==> src/rtl/ckre_pkg.sv <==
// Shared types, register indexes and key-match function for the color-key run extractor.
`default_nettype none

package ckre_pkg;

  localparam logic [7:0] CH_MAX = 8'hFF;
  localparam int CFG_AW = 3;

  // Configuration register indexes
  localparam logic [CFG_AW-1:0] REG_KEY_COLOR    = 3'd0;
  localparam logic [CFG_AW-1:0] REG_TOLERANCE    = 3'd1;
  localparam logic [CFG_AW-1:0] REG_IMAGE_WIDTH  = 3'd2;
  localparam logic [CFG_AW-1:0] REG_IMAGE_HEIGHT = 3'd3;

  typedef struct packed {
    logic [23:0] pixel_rgb;
  } pix_req_t;

  typedef struct packed {
    logic        run_valid;
    logic [11:0] run_left;
    logic [12:0] run_right;
    logic [11:0] run_row;
    logic        frame_done;
    logic [23:0] run_count;
    logic [11:0] box_left;
    logic [11:0] box_top;
    logic [12:0] box_right;
    logic [12:0] box_bottom;
  } res_req_t;

  // True when channel value c lies in [lo, min(255, lo + tol)].
  function automatic logic chan_in_key(logic [7:0] c, logic [7:0] lo, logic [7:0] tol);
    logic [8:0] sum;
    logic [7:0] hi;
    sum = {1'b0, lo} + {1'b0, tol};
    hi  = sum[8] ? CH_MAX : sum[7:0];
    return (c >= lo) && (c <= hi);
  endfunction

endpackage

`default_nettype wire

==> src/rtl/ckre_if.sv <==
// Channel interfaces: pixel input, result output and configuration writes.
`default_nettype none

interface ckre_pix_if;
  logic               valid;
  logic               ready;
  ckre_pkg::pix_req_t data;
  modport source (output valid, output data, input ready);
  modport sink   (input valid, input data, output ready);
endinterface

interface ckre_res_if;
  logic               valid;
  logic               ready;
  ckre_pkg::res_req_t data;
  modport source (output valid, output data, input ready);
  modport sink   (input valid, input data, output ready);
endinterface

interface ckre_cfg_if;
  logic                        valid;
  logic                        ready;
  logic [ckre_pkg::CFG_AW-1:0] addr;
  logic [23:0]                 data;
  modport source (output valid, output addr, output data, input ready);
  modport sink   (input valid, input addr, input data, output ready);
endinterface

`default_nettype wire

==> src/rtl/color_key_run_extractor.sv <==
// Color-key run extractor: opaque horizontal runs, run count and bounding box per frame.
//
//  channel | dir | payload                                   | request moved
//  --------+-----+-------------------------------------------+----------------------------
//  pix     | in  | pixel_rgb                                 | one pixel, raster order
//  res     | out | run rectangle and/or frame summary        | one per closed run/frame end
//  cfg     | in  | addr, data                                | one register write
//
// Throughput is one pixel per clock: the pixel register feeds a single short stage
// (three 8-bit range checks, a column/row compare and the box min/max) into the
// result register. Each result is registered in the result register after its pixel has passed the pixel register.
// Reset (rst, synchronous) loads the register defaults and clears frame position,
// run state, count and box. A held result stalls the pixel register only when that
// pixel produces a result of its own; pixels that produce none keep flowing.
`default_nettype none

module color_key_run_extractor #(
  parameter int MAX_WIDTH  = 4096,
  parameter int MAX_HEIGHT = 4096
) (
  input  wire logic   clk,
  input  wire logic   rst,
  ckre_pix_if.sink    pix,
  ckre_res_if.source  res,
  ckre_cfg_if.sink    cfg
);

  // Internal widths follow the frame size limits; port fields stay fixed.
  localparam int CW  = (MAX_WIDTH > 1) ? $clog2(MAX_WIDTH) : 1;
  localparam int RHW = (MAX_HEIGHT > 1) ? $clog2(MAX_HEIGHT) : 1;
  localparam int LW  = (CW > 12) ? CW : 12;
  localparam int TW  = (RHW > 12) ? RHW : 12;
  localparam int RRW = (CW + 1 > 13) ? CW + 1 : 13;
  localparam int BBW = (RHW + 1 > 13) ? RHW + 1 : 13;

  // Configuration registers
  logic [23:0] key_color;
  logic [23:0] tolerance;
  logic [12:0] image_width;
  logic [12:0] image_height;

  // Frame state
  logic [CW-1:0]  column;
  logic [RHW-1:0] row;
  logic           in_run;
  logic [CW-1:0]  run_start;
  logic [23:0]    runs_so_far;
  logic [LW-1:0]  bound_left;
  logic [TW-1:0]  bound_top;
  logic [RRW-1:0] bound_right;
  logic [BBW-1:0] bound_bottom;

  // Pixel register and result register
  logic               s1_valid;
  logic [23:0]        s1_pixel;
  logic               out_valid;
  ckre_pkg::res_req_t out_data;

  // Stage logic
  logic [CW:0]        width_eff;
  logic [RHW:0]       height_eff;
  logic [CW:0]        col_inc;
  logic [RHW:0]       row_inc;
  logic               end_row;
  logic               end_frame;
  logic               opaque;
  logic               closed;
  logic               has_res;
  logic               advance;
  logic [CW-1:0]      run_l;
  logic [CW:0]        run_r;
  logic [23:0]        runs_so_far_next;
  logic [LW-1:0]      bound_left_next;
  logic [TW-1:0]      bound_top_next;
  logic [RRW-1:0]     bound_right_next;
  logic [BBW-1:0]     bound_bottom_next;
  logic [CW-1:0]      column_next;
  logic [RHW-1:0]     row_next;
  logic               in_run_next;
  logic [CW-1:0]      run_start_next;
  ckre_pkg::res_req_t out_data_next;

  // ---------------------------------------------------------------- config
  assign cfg.ready = 1'b1;

  always_ff @(posedge clk) begin
    if (rst) begin
      key_color    <= 24'd0;
      tolerance    <= 24'd0;
      image_width  <= 13'd640;
      image_height <= 13'd480;
    end else if (cfg.valid) begin
      case (cfg.addr)
        ckre_pkg::REG_KEY_COLOR:    key_color    <= cfg.data;
        ckre_pkg::REG_TOLERANCE:    tolerance    <= cfg.data;
        ckre_pkg::REG_IMAGE_WIDTH:  image_width  <= cfg.data[12:0];
        ckre_pkg::REG_IMAGE_HEIGHT: image_height <= cfg.data[12:0];
        default: ;
      endcase
    end
  end

  // Clamp frame size: zero acts as one, anything above the limit acts as the limit.
  always_comb begin
    if (image_width == 13'd0) begin
      width_eff = (CW+1)'(1);
    end else if (32'(image_width) > 32'(MAX_WIDTH)) begin
      width_eff = (CW+1)'(MAX_WIDTH);
    end else begin
      width_eff = (CW+1)'(image_width);
    end
    if (image_height == 13'd0) begin
      height_eff = (RHW+1)'(1);
    end else if (32'(image_height) > 32'(MAX_HEIGHT)) begin
      height_eff = (RHW+1)'(MAX_HEIGHT);
    end else begin
      height_eff = (RHW+1)'(image_height);
    end
  end

  // ---------------------------------------------------------------- stage
  always_comb begin
    opaque = !(ckre_pkg::chan_in_key(s1_pixel[23:16], key_color[23:16], tolerance[23:16]) &&
               ckre_pkg::chan_in_key(s1_pixel[15:8],  key_color[15:8],  tolerance[15:8])  &&
               ckre_pkg::chan_in_key(s1_pixel[7:0],   key_color[7:0],   tolerance[7:0]));

    // Columns past a shrunken width end the row at once; rows past a shrunken height end the frame at that row's end.
    col_inc   = {1'b0, column} + (CW+1)'(1);
    row_inc   = {1'b0, row} + (RHW+1)'(1);
    end_row   = col_inc >= width_eff;
    end_frame = end_row && (row_inc >= height_eff);

    // An opaque pixel closes its run at row end; a transparent one closes an open run.
    closed         = opaque ? end_row : in_run;
    run_start_next = (opaque && !in_run) ? column : run_start;
    run_l          = run_start_next;
    run_r          = opaque ? col_inc : {1'b0, column};
    in_run_next    = opaque && !end_row;

    runs_so_far_next  = runs_so_far;
    bound_left_next   = bound_left;
    bound_top_next    = bound_top;
    bound_right_next  = bound_right;
    bound_bottom_next = bound_bottom;
    if (closed) begin
      if (runs_so_far != 24'hFFFFFF) begin
        runs_so_far_next = runs_so_far + 24'd1;
      end
      if (LW'(run_l) < bound_left) begin
        bound_left_next = LW'(run_l);
      end
      if (TW'(row) < bound_top) begin
        bound_top_next = TW'(row);
      end
      if (RRW'(run_r) > bound_right) begin
        bound_right_next = RRW'(run_r);
      end
      if (BBW'(row_inc) > bound_bottom) begin
        bound_bottom_next = BBW'(row_inc);
      end
    end

    if (end_row) begin
      column_next = '0;
      row_next    = end_frame ? '0 : row_inc[RHW-1:0];
    end else begin
      column_next = col_inc[CW-1:0];
      row_next    = row;
    end

    has_res = closed || end_frame;

    // Zero the fields that do not apply to this result.
    out_data_next            = '0;
    out_data_next.run_valid  = closed;
    out_data_next.frame_done = end_frame;
    if (closed) begin
      out_data_next.run_left  = 12'(run_l);
      out_data_next.run_right = 13'(run_r);
      out_data_next.run_row   = 12'(row);
    end
    if (end_frame) begin
      out_data_next.run_count = runs_so_far_next;
      if (runs_so_far_next != 24'd0) begin
        out_data_next.box_left   = 12'(bound_left_next);
        out_data_next.box_top    = 12'(bound_top_next);
        out_data_next.box_right  = 13'(bound_right_next);
        out_data_next.box_bottom = 13'(bound_bottom_next);
      end
    end
  end

  // Advance the pixel register unless its result would overwrite a held one.
  assign advance   = s1_valid && (!has_res || !out_valid || res.ready);
  assign pix.ready = !s1_valid || advance;

  always_ff @(posedge clk) begin
    if (rst) begin
      s1_valid <= 1'b0;
    end else if (pix.ready) begin
      s1_valid <= pix.valid;
    end
    if (pix.valid && pix.ready) begin
      s1_pixel <= pix.data.pixel_rgb;
    end
  end

  // Update frame state; drop everything back to the empty frame after its last pixel.
  always_ff @(posedge clk) begin
    if (rst) begin
      column       <= '0;
      row          <= '0;
      in_run       <= 1'b0;
      run_start    <= '0;
      runs_so_far  <= 24'd0;
      bound_left   <= LW'(12'hFFF);
      bound_top    <= TW'(12'hFFF);
      bound_right  <= '0;
      bound_bottom <= '0;
    end else if (advance) begin
      column <= column_next;
      row    <= row_next;
      if (end_frame) begin
        in_run       <= 1'b0;
        run_start    <= '0;
        runs_so_far  <= 24'd0;
        bound_left   <= LW'(12'hFFF);
        bound_top    <= TW'(12'hFFF);
        bound_right  <= '0;
        bound_bottom <= '0;
      end else begin
        in_run       <= in_run_next;
        run_start    <= run_start_next;
        runs_so_far  <= runs_so_far_next;
        bound_left   <= bound_left_next;
        bound_top    <= bound_top_next;
        bound_right  <= bound_right_next;
        bound_bottom <= bound_bottom_next;
      end
    end
  end

  // Result register: load on a producing advance, release when taken.
  always_ff @(posedge clk) begin
    if (rst) begin
      out_valid <= 1'b0;
    end else if (advance && has_res) begin
      out_valid <= 1'b1;
    end else if (res.ready) begin
      out_valid <= 1'b0;
    end
    if (advance && has_res) begin
      out_data <= out_data_next;
    end
  end

  assign res.valid = out_valid;
  assign res.data  = out_data;

  // ---------------------------------------------------------------- checks
  a_res_nonempty: assert property (@(posedge clk) disable iff (rst)
    res.valid |-> (res.data.run_valid || res.data.frame_done))
    else $error("result carries neither a run nor a frame end");

  a_run_order: assert property (@(posedge clk) disable iff (rst)
    (s1_valid && closed) |-> (run_r > {1'b0, run_l}))
    else $error("closed run has right edge not past left edge");

  a_run_start: assert property (@(posedge clk) disable iff (rst)
    in_run |-> (run_start <= column))
    else $error("open run starts beyond current column");

  a_frame_clear: assert property (@(posedge clk) disable iff (rst)
    (advance && end_frame) |=> (column == '0 && row == '0 && !in_run && runs_so_far == 24'd0))
    else $error("frame state not cleared after last pixel");

  a_stall_cause: assert property (@(posedge clk) disable iff (rst)
    (s1_valid && !advance) |-> (out_valid && !res.ready))
    else $error("pixel register stalled without a held result");

endmodule

`default_nettype wire
==> src/flat_wrapper.sv <==
// flat-port wrapper written by rule: the top's interface ports become plain ports
module color_key_run_extractor_flat 
#(
  parameter int MAX_WIDTH  = 4096,
  parameter int MAX_HEIGHT = 4096
)
  (clk, rst, pix_valid, pix_data, pix_ready, res_valid, res_data, res_ready, cfg_valid, cfg_addr, cfg_data, cfg_ready);
  ckre_pix_if pix_i ();
  ckre_res_if res_i ();
  ckre_cfg_if cfg_i ();
  input  wire logic clk;
  input  wire logic rst;
  input wire logic [$bits(pix_i.valid)-1:0] pix_valid;
  input wire logic [$bits(pix_i.data)-1:0] pix_data;
  output wire logic [$bits(pix_i.ready)-1:0] pix_ready;
  output wire logic [$bits(res_i.valid)-1:0] res_valid;
  output wire logic [$bits(res_i.data)-1:0] res_data;
  input wire logic [$bits(res_i.ready)-1:0] res_ready;
  input wire logic [$bits(cfg_i.valid)-1:0] cfg_valid;
  input wire logic [$bits(cfg_i.addr)-1:0] cfg_addr;
  input wire logic [$bits(cfg_i.data)-1:0] cfg_data;
  output wire logic [$bits(cfg_i.ready)-1:0] cfg_ready;
  assign pix_i.valid = pix_valid;
  assign pix_i.data = pix_data;
  assign pix_ready = pix_i.ready;
  assign res_valid = res_i.valid;
  assign res_data = res_i.data;
  assign res_i.ready = res_ready;
  assign cfg_i.valid = cfg_valid;
  assign cfg_i.addr = cfg_addr;
  assign cfg_i.data = cfg_data;
  assign cfg_ready = cfg_i.ready;
  color_key_run_extractor #(.MAX_WIDTH(MAX_WIDTH), .MAX_HEIGHT(MAX_HEIGHT)) u_core (.clk(clk), .rst(rst), .pix(pix_i), .res(res_i), .cfg(cfg_i));
endmodule
==> config.mk <==
export PLATFORM = sky130hd
export DESIGN_NAME = color_key_run_extractor_flat
export DESIGN_NICKNAME = d
export VERILOG_FILES = /design/src/rtl/ckre_pkg.sv /design/src/rtl/ckre_if.sv /design/src/rtl/color_key_run_extractor.sv /design/src/flat_wrapper.sv
export SDC_FILE = /design/constraint.sdc
export NUM_CORES = 1
export LEC_CHECK = 0
export BUFFER_PORTS_ARGS = -buffer_cell sky130_fd_sc_hd__clkbuf_2
export CAP_MARGIN = 10
export CORE_MARGIN = 8
export CORE_UTILIZATION = 50
export CTS_CLUSTER_DIAMETER = 50
export DETAILED_ROUTE_END_ITERATION = 16
export PLACE_DENSITY = 0.69
export SLEW_MARGIN = 20
export SYNTH_ARGS = -nofsm -noshare
export SYNTH_HDL_FRONTEND = slang
export SYNTH_SLANG_ARGS = --single-unit
==> constraint.sdc <==
create_clock -name clk -period 12 [get_ports clk]
set_input_delay 0.6 -clock clk [delete_from_list [all_inputs] [get_ports clk]]
set_output_delay 0.6 -clock clk [all_outputs]
set_load 0.02 [all_outputs]
==> Flow_metrics.wiki, run 1 <==
{| class="wikitable"
! Metric !! Value
|-
| Leakage power of the design || 8.43 nW
|-
| First-pass GRT wire length || 75,200 um
|-
| Number of I/O pins || 172
|-
| Type of element capturing the critical path || register
|-
| Overall via count from detail_route || 14.7k
|-
| Most frequent standard cell in the layout excluding fill and tap cells || sky130_fd_sc_hd__nand2_1
|-
| Top library cells by usage in the layout, fill and taps aside || sky130_fd_sc_hd__nand2_1 (277), sky130_fd_sc_hd__a21oi_1 (215), sky130_fd_sc_hd__dfxtp_1 (187)
|-
| Estimated wirelength of the detail-placed design || 33,000 um
|-
| Arrival time worst endpoint || 8.31 ns
|-
| Wirelength per Cell || approximately 18 um
|-
| Synthesis Warnings || 0
|-
| Pin count of the biggest net entering global routing || approximately 110
|-
| Share of post-route cells with drive strength above 1 || 14.7%
|-
| Insertion delay to the later sink of the worst-skew pair || 0.55 ns
|-
| Worst Slack Setup Final || 4.11 ns
|-
| Die footprint || around 0.042 mm^2
|-
| Total number of clock tree sinks || 324
|-
| Mean instance size in the synthesized netlist || 9.16 um^2
|-
| Setup slack, reg-to-reg || 4.11 ns
|-
| Clock skew after layout || 0.0137 ns
|-
| Number of antenna cells inserted || 0
|-
| DRC violations left || 0
|-
| Maximum fanout along the worst path || 26
|-
| Starting Density || between 50% and 60%
|-
| Final net count || 2,286
|-
| Routed WL || 46,700 um
|-
| Tightest Hold Check Type || in2reg
|-
| Hold buffer count at cts || 0
|-
| Horizontal die dimension || 206 um
|-
| Number of cells upsized or downsized after cts || 0
|-
| Sequential element share of the synthesized area || between 40% and 50%
|-
| Final cell count without fillers || 2,569
|-
| RSZ-0062 raised after global routing || no
|-
| Worst supply voltage drop on vdd || 0.0975 mV
|-
| Overflow left after global routing || 0
|-
| CTS Buf Count || 40
|-
| Drt initial violations || 1,089
|-
| Critical path data required time || 12.41 ns
|-
| Root Buffer Master || sky130_fd_sc_hd__clkbuf_16
|-
| Floorplan core area || 0.0355 mm^2
|-
| Maximum clock frequency || about 0.13 GHz
|-
| Largest stage delay on the critical path || 0.76 ns
|-
| Global Route Usage Sum || 21.7%
|-
| Slew of the pin with the lowest slew margin || 1.15 ns
|-
| Setup WS pre-CTS || roughly 4.2 ns
|-
| Clock Path Buffers || 3
|-
| Time the final worst path needs with I/O delays and setup || 7.89 ns
|-
| Die outline height || 206 um
|-
| Number of slew-limit violations in the final report || 0
|-
| Via/cell ratio || 5.74
|-
| Cell total after placement || ~2.5k
|-
| First-pass iteration count of the detailed router || 6
|-
| Clock-pin slew on the worst setup and hold paths || roughly 0.060 ns
|-
| Total power divided by cell area || 126 mW/mm^2
|-
| Tightest hold margin || 0.224 ns
|-
| Placement row count || 69
|-
| Predominant post-synthesis flop cell || sky130_fd_sc_hd__dfxtp_1
|-
| Filler cell count || 3,188
|-
| Critical Path Start Type || register
|-
| Via count of the first global-routing pass || between 10k and 15k
|-
| Period utilisation layout || 65.8%
|-
| Status || finished clean
|-
| Antenna violations before repair || 0
|-
| Count of buffers inserted at the top-level ports || 170
|-
| Setup violations, final || 0
|-
| #FFs+latches synth || 324
|-
| Distinct cell type count after synthesis || 73
|-
| Worst slew margin relative to its limit || 23.4%
|-
| EDFF count, synth || 137
|-
| Worst Hold Depth || 1
|-
| RePlAce Congestion || 0.865
|-
| Final hold violation count || 0
|-
| Antenna-violating nets left || 0
|-
| R2R depth || 32
|-
| H-tree levels || 2
|-
| Area of the mapped netlist || 0.0180 mm^2
|-
| Setup total negative slack || 0 ns
|-
| Class of the most critical setup path || reg2reg
|-
| Number of max-cap violations || 0
|-
| Syn Nets || 2,172
|-
| Clock tree from TritonCTS || built
|-
| Synthesized instance count || 1,964
|-
| Post-CTS setup buffer count || 0
|-
| Area growth, synth to finish || 13.8%
|-
| Async set or reset register ratio after synthesis || 0%
|-
| Slowest cell on the critical path || sky130_fd_sc_hd__nand4_1
|}
## logic make-up (layout without fill, tap and decap cells)
kind of cell             count (synthesis)  count (layout)  share of synthesized area [%]
AO/OA/AOI/OAI                          484             484                           17.7
XOR/XNOR                                66              66                           3.21
adder cells (fa/ha/maj)                152             152                           10.7
buffers and inverters                  234             378                           5.40
flip-flops                             324             324                           43.7
multiplexers                            30              30                           1.70
other                                    1               1                         0.0209
AND/OR/NAND/NOR                        673             673                           17.5
## metrics by stage
| stage | total power, mW | instance area (um^2) | utilization, % |
|---|---|---|---|
| 6_report | 2.58 | 20500 | 57.7 |
| 5_1_grt | 2.66 | 20500 | 57.7 |
| 4_1_cts | 2.60 | 20500 | 57.7 |
| 3_5_place_dp | 1.34 | 19100 | 53.8 |
| 3_3_place_gp | 1.34 | 19100 | 53.8 |
| 2_1_floorplan | 1.29 | 18000 | - |
## layer usage
| layer | routed length [um] | share of wire [%] | up-vias | GRT usage, % |
|---|---|---|---|---|
| met5 | 0 | 0 | - | 0 |
| met4 | 1180 | 2.5 | 0 | 7.81 |
| met3 | 3170 | 6.8 | 76 | 3.94 |
| met2 | 21300 | 46 | 463 | 34.8 |
| met1 | 21100 | 45 | 7002 | 29.1 |
| li1 | - | - | 7202 | - |
## cell type report
type / instances / area, um^2 / area share [%]
clock buffers: 45 / 1050 / 5.13
repair buffers: 189 / 996 / 4.87
clock inverters: 27 / 317 / 1.55
flip-flops and latches: 324 / 7860 / 38.4
multi-input cells: 1406 / 9230 / 45.1
inverters: 117 / 439 / 2.15
well taps: 461 / 577 / 2.82
## critical path, delay by kind of cell (launching register included)
family	cells	cell delay, ns
multiplexers	1	0.30
AND/OR/NAND/NOR	12	3.47
AO/OA/AOI/OAI	12	1.81
flip-flops	1	0.33
buffers and inverters	3	0.60
adder cells (fa/ha/maj)	4	1.21
## state kept, by name, indices dropped and copies added (netlist names), 12 cells and up
name / count
u_core.column: 12
u_core.run_start: 12
u_core.bound_bottom: 13
u_core.row: 12
u_core.image_height: 13
u_core.bound_right: 13
u_core.image_width: 13
u_core.bound_top: 12
u_core.res.data: 113
u_core.s1_pixel: 24
u_core.tolerance: 24
u_core.runs_so_far: 24
u_core.bound_left: 12
u_core.key_color: 24
## synth_stat cells (6+ instances only)
cell / count / share of area, %
sky130_fd_sc_hd__a311oi_1: 6 / 0.29
sky130_fd_sc_hd__buf_2: 9 / 0.25
sky130_fd_sc_hd__nand2_1: 277 / 5.8
sky130_fd_sc_hd__o21ai_0: 72 / 2.0
sky130_fd_sc_hd__nand2b_1: 20 / 0.70
sky130_fd_sc_hd__a21o_1: 22 / 0.92
sky130_fd_sc_hd__xnor2_1: 34 / 1.7
sky130_fd_sc_hd__ha_1: 149 / 10
sky130_fd_sc_hd__nor3_1: 30 / 0.83
sky130_fd_sc_hd__and3_1: 34 / 1.2
sky130_fd_sc_hd__o22a_1: 12 / 0.58
sky130_fd_sc_hd__nand4_1: 21 / 0.73
sky130_fd_sc_hd__a2bb2oi_1: 12 / 0.58
sky130_fd_sc_hd__a22o_1: 16 / 0.78
sky130_fd_sc_hd__mux2i_1: 28 / 1.6
sky130_fd_sc_hd__a311o_1: 6 / 0.33
sky130_fd_sc_hd__a21oi_1: 217 / 6.0
sky130_fd_sc_hd__nand3b_1: 16 / 0.67
sky130_fd_sc_hd__clkbuf_1: 92 / 1.9
sky130_fd_sc_hd__a211o_1: 15 / 0.73
sky130_fd_sc_hd__nor2_1: 152 / 3.2
sky130_fd_sc_hd__dfxtp_1: 187 / 21
sky130_fd_sc_hd__o211ai_1: 8 / 0.33
sky130_fd_sc_hd__buf_6: 8 / 0.50
sky130_fd_sc_hd__or3_1: 15 / 0.52
sky130_fd_sc_hd__and2_1: 16 / 0.56
sky130_fd_sc_hd__edfxtp_1: 137 / 23
sky130_fd_sc_hd__a31oi_1: 13 / 0.45
sky130_fd_sc_hd__a211oi_1: 6 / 0.25
sky130_fd_sc_hd__nor2b_1: 16 / 0.56
sky130_fd_sc_hd__nand3_1: 40 / 1.1
sky130_fd_sc_hd__inv_1: 116 / 2.4
sky130_fd_sc_hd__nor4_1: 9 / 0.31
sky130_fd_sc_hd__o21a_1: 11 / 0.46
sky130_fd_sc_hd__a211oi_2: 29 / 2.0
sky130_fd_sc_hd__o32ai_1: 8 / 0.39
sky130_fd_sc_hd__o21bai_1: 10 / 0.42
sky130_fd_sc_hd__xor2_1: 32 / 1.6
## worst paths after layout
path / start / to
worst min-delay path: pix_data[11] / u_core.s1_pixel[11]
worst max-delay path: u_core.key_color[8] / u_core.bound_left[5]
worst max register to register: u_core.key_color[8] / u_core.bound_left[5]
worst min register to register: u_core.run_start[8] / u_core.run_start[8]
## power breakdown
group / internal (mW) / total [mW] / switching, mW
combinational: 0.0534 / 0.149 / 0.0960
clock: 0.766 / 1.26 / 0.490
sequential: 1.16 / 1.17 / 0.0134
Power figures use the tool's default switching activity.
==> run 2: changes to the inputs <==
PLACE_DENSITY = 0.72   (was 0.69)
clock period = 7.2 ns   (was 12 ns; I/O delays follow)
==> run 2 against run 1 <==
Compared with the run above: design area increased by 1.4%; fmax increased by 18%; die area unchanged; global-route usage decreased by 0.62 points; count of clock-buffer cells in the layout unchanged; cell count increased by 1.4%.
==> Flow_metrics.wiki, run 2 (synthesis gave the netlist of run 1 again) <==
{| class="wikitable"
! Metric !! Value
|-
| Via/cell ratio || 5.65 (-1.5%)
|-
| Type of element capturing the critical path || register
|-
| Drt initial violations || 1,069 (-1.8%)
|-
| Antenna violations before repair || 0 (unchanged)
|-
| Top library cells by usage in the layout, fill and taps aside || sky130_fd_sc_hd__nand2_1 (277), sky130_fd_sc_hd__a21oi_1 (216), sky130_fd_sc_hd__dfxtp_1 (187)
|-
| Number of slew-limit violations in the final report || 0 (unchanged)
|-
| Clock-pin slew on the worst setup and hold paths || 0.06 ns (about the same)
|-
| Worst slew margin relative to its limit || 24.4% (+1.0 points)
|-
| Setup total negative slack || 0 ns (unchanged)
|-
| Clock tree from TritonCTS || built
|-
| Share of post-route cells with drive strength above 1 || 15.2% (+0.49 points)
|-
| Leakage power of the design || 8.59 nW (+1.9%)
|-
| H-tree levels || 2 (unchanged)
|-
| Clock skew after layout || 0.0154 ns (+0.00174 ns)
|-
| Via count of the first global-routing pass || 14.6k (-0.57%)
|-
| Insertion delay to the later sink of the worst-skew pair || 0.54 ns (about the same)
|-
| Final net count || 2,324 (+1.7%)
|-
| Cell total after placement || 2,513 (+0.64%)
|-
| Period utilisation layout || 93.0% (+27 points)
|-
| Overall via count from detail_route || 14.7k (-0.068%)
|-
| Total number of clock tree sinks || 324 (unchanged)
|-
| Placement row count || 69 (unchanged)
|-
| Count of buffers inserted at the top-level ports || 170 (unchanged)
|-
| Most frequent standard cell in the layout excluding fill and tap cells || sky130_fd_sc_hd__nand2_1
|-
| Filler cell count || 3,025 (-5.1%)
|-
| Horizontal die dimension || 206 um (unchanged)
|-
| First-pass iteration count of the detailed router || 5 (-1)
|-
| Crit-path most repeated cell || sky130_fd_sc_hd__a21o_1
|-
| Critical path data required time || 7.66 ns (-4.75 ns)
|-
| Starting Density || 50.7% (unchanged)
|-
| Pin count of the biggest net entering global routing || 88 (-17%)
|-
| Routed WL || 45,300 um (-3.0%)
|-
| First-pass GRT wire length || 73,700 um (-2.0%)
|-
| Global Route Usage Sum || 21.1% (-0.62 points)
|-
| Worst Slack Setup Final || 0.505 ns (-3.60 ns)
|-
| RePlAce Congestion || 0.882 (+2.0%)
|-
| Setup violations, final || 0 (unchanged)
|-
| Floorplan core area || 0.0355 mm^2 (unchanged)
|-
| Slew of the pin with the lowest slew margin || 1.13 ns (-0.0165 ns)
|-
| Clock Path Buffers || 3 (unchanged)
|-
| Status || finished clean
|-
| Largest stage delay on the critical path || 0.43 ns (-0.33 ns)
|-
| Arrival time worst endpoint || 7.16 ns (-1.15 ns)
|-
| Number of I/O pins || 172 (unchanged)
|-
| Critical Path Start Type || register
|-
| Maximum clock frequency || 0.149 GHz (+18%)
|-
| Final cell count without fillers || 2,606 (+1.4%)
|-
| Overflow left after global routing || 0 (unchanged)
|-
| Root Buffer Master || sky130_fd_sc_hd__clkbuf_16
|-
| Setup WS pre-CTS || 0.126 ns (-4.08 ns)
|-
| Number of max-cap violations || 0 (unchanged)
|-
| Total power divided by cell area || 198 mW/mm^2 (+57%)
|-
| Slowest cell on the critical path || sky130_fd_sc_hd__a311oi_4
|-
| Largest register FFs || 113 (unchanged)
|-
| Class of the most critical setup path || reg2reg
|-
| Die footprint || 0.0423 mm^2 (unchanged)
|-
| Wirelength per Cell || 17.4 um (-4.4%)
|-
| Worst supply voltage drop on vdd || 0.184 mV (+88%)
|-
| Area growth, synth to finish || 15.4%
|-
| Time the final worst path needs with I/O delays and setup || 6.69 ns (-1.20 ns)
|-
| Number of antenna cells inserted || 0 (unchanged)
|-
| Final hold violation count || 0 (unchanged)
|-
| DRC violations left || 0 (unchanged)
|-
| Estimated wirelength of the detail-placed design || 32,700 um (-0.84%)
|-
| CTS Buf Count || 38 (-5.0%)
|-
| RSZ-0062 raised after global routing || no
|-
| Maximum fanout along the worst path || 26 (unchanged)
|-
| Die outline height || 206 um (unchanged)
|-
| Antenna-violating nets left || 0 (unchanged)
|-
| Tightest Hold Check Type || in2reg
|}
[run 2: cell count changes in the layout (fill, tap and decap cells not counted), moves of 2 or more]
cell | previous run | this run
sky130_fd_sc_hd__dlygate4sd3_1 | 0 | 24
sky130_fd_sc_hd__nor2_2 | 0 | 2
sky130_fd_sc_hd__nor2_1 | 152 | 150
sky130_fd_sc_hd__buf_4 | 20 | 34
sky130_fd_sc_hd__clkinvlp_4 | 2 | 4
sky130_fd_sc_hd__buf_12 | 0 | 2
sky130_fd_sc_hd__bufinv_16 | 6 | 2
[run 2: layout make-up]
| type | instances | area [um^2] | area share [%] |
|---|---|---|---|
| Clock buffer | 45 | 1040 | 5.01 |
| Timing Repair Buffer | 229 | 1380 | 6.65 |
| Multi-Input combinational cell | 1406 | 9250 | 44.6 |
| Sequential cell | 324 | 7860 | 37.9 |
| Tap cell | 461 | 577 | 2.78 |
| Inverter | 117 | 439 | 2.12 |
| Clock inverter | 24 | 211 | 1.02 |
[run 2: worst paths after layout]
kind         slack [ns]  cells after the start                 start               endpoint
min reg2reg        0.45                      2   u_core.run_start[7]    u_core.run_start[7]
max                0.51                     31  u_core.tolerance[16]  u_core.bound_left[11]
max reg2reg        0.51                     31  u_core.tolerance[16]  u_core.bound_left[11]
min                0.06                      3          cfg_data[15]   u_core.key_color[15]
[run 2: power by group]
group | total [mW] | internal [mW] | switching [mW]
clock | 1.90 | 1.12 | 0.784
combinational | 0.263 | 0.102 | 0.162
sequential | 1.95 | 1.93 | 0.0220
total | 4.12 | 3.15 | 0.968
[run 2: what timing repair did]
item,4_1_cts,5_1_grt
endpoints found under the hold margin,24,0
gates resized for setup,0,5
endpoints found under the setup margin,0,29
setup buffers,0,0
hold buffers,24,0
[run 2: metal layers]
metal  global-route usage (%)  part of all wire, %
met1                     28.4                   45
met2                     34.1                   46
met3                     3.90                  6.9
met4                     6.41                  2.3
met5                        0                    0
[run 2: per-stage QoR]
step / hold WS, ns / instance area [um^2] / total power, mW / utilization [%]
3_5_place_dp: 0.443 / 19200 / 2.24 / 54.2
3_3_place_gp: 0.438 / 19200 / 2.23 / 54.2
5_1_grt: 0.0610 / 20800 / 4.26 / 58.5
6_report: 0.0609 / 20800 / 4.12 / 58.5
2_1_floorplan: 0.431 / 18000 / 2.15 / -
4_1_cts: 0.0366 / 20700 / 4.15 / 58.4
[run 2: critical path: cells and delay by family (launching register included)]
kind            cells  cell delay [ns]
compound gates     13             2.71
simple gates       11             1.73
fa+ha+maj           4             1.24
buf+inv             2             0.35
flops               1             0.31
mux                 1             0.24
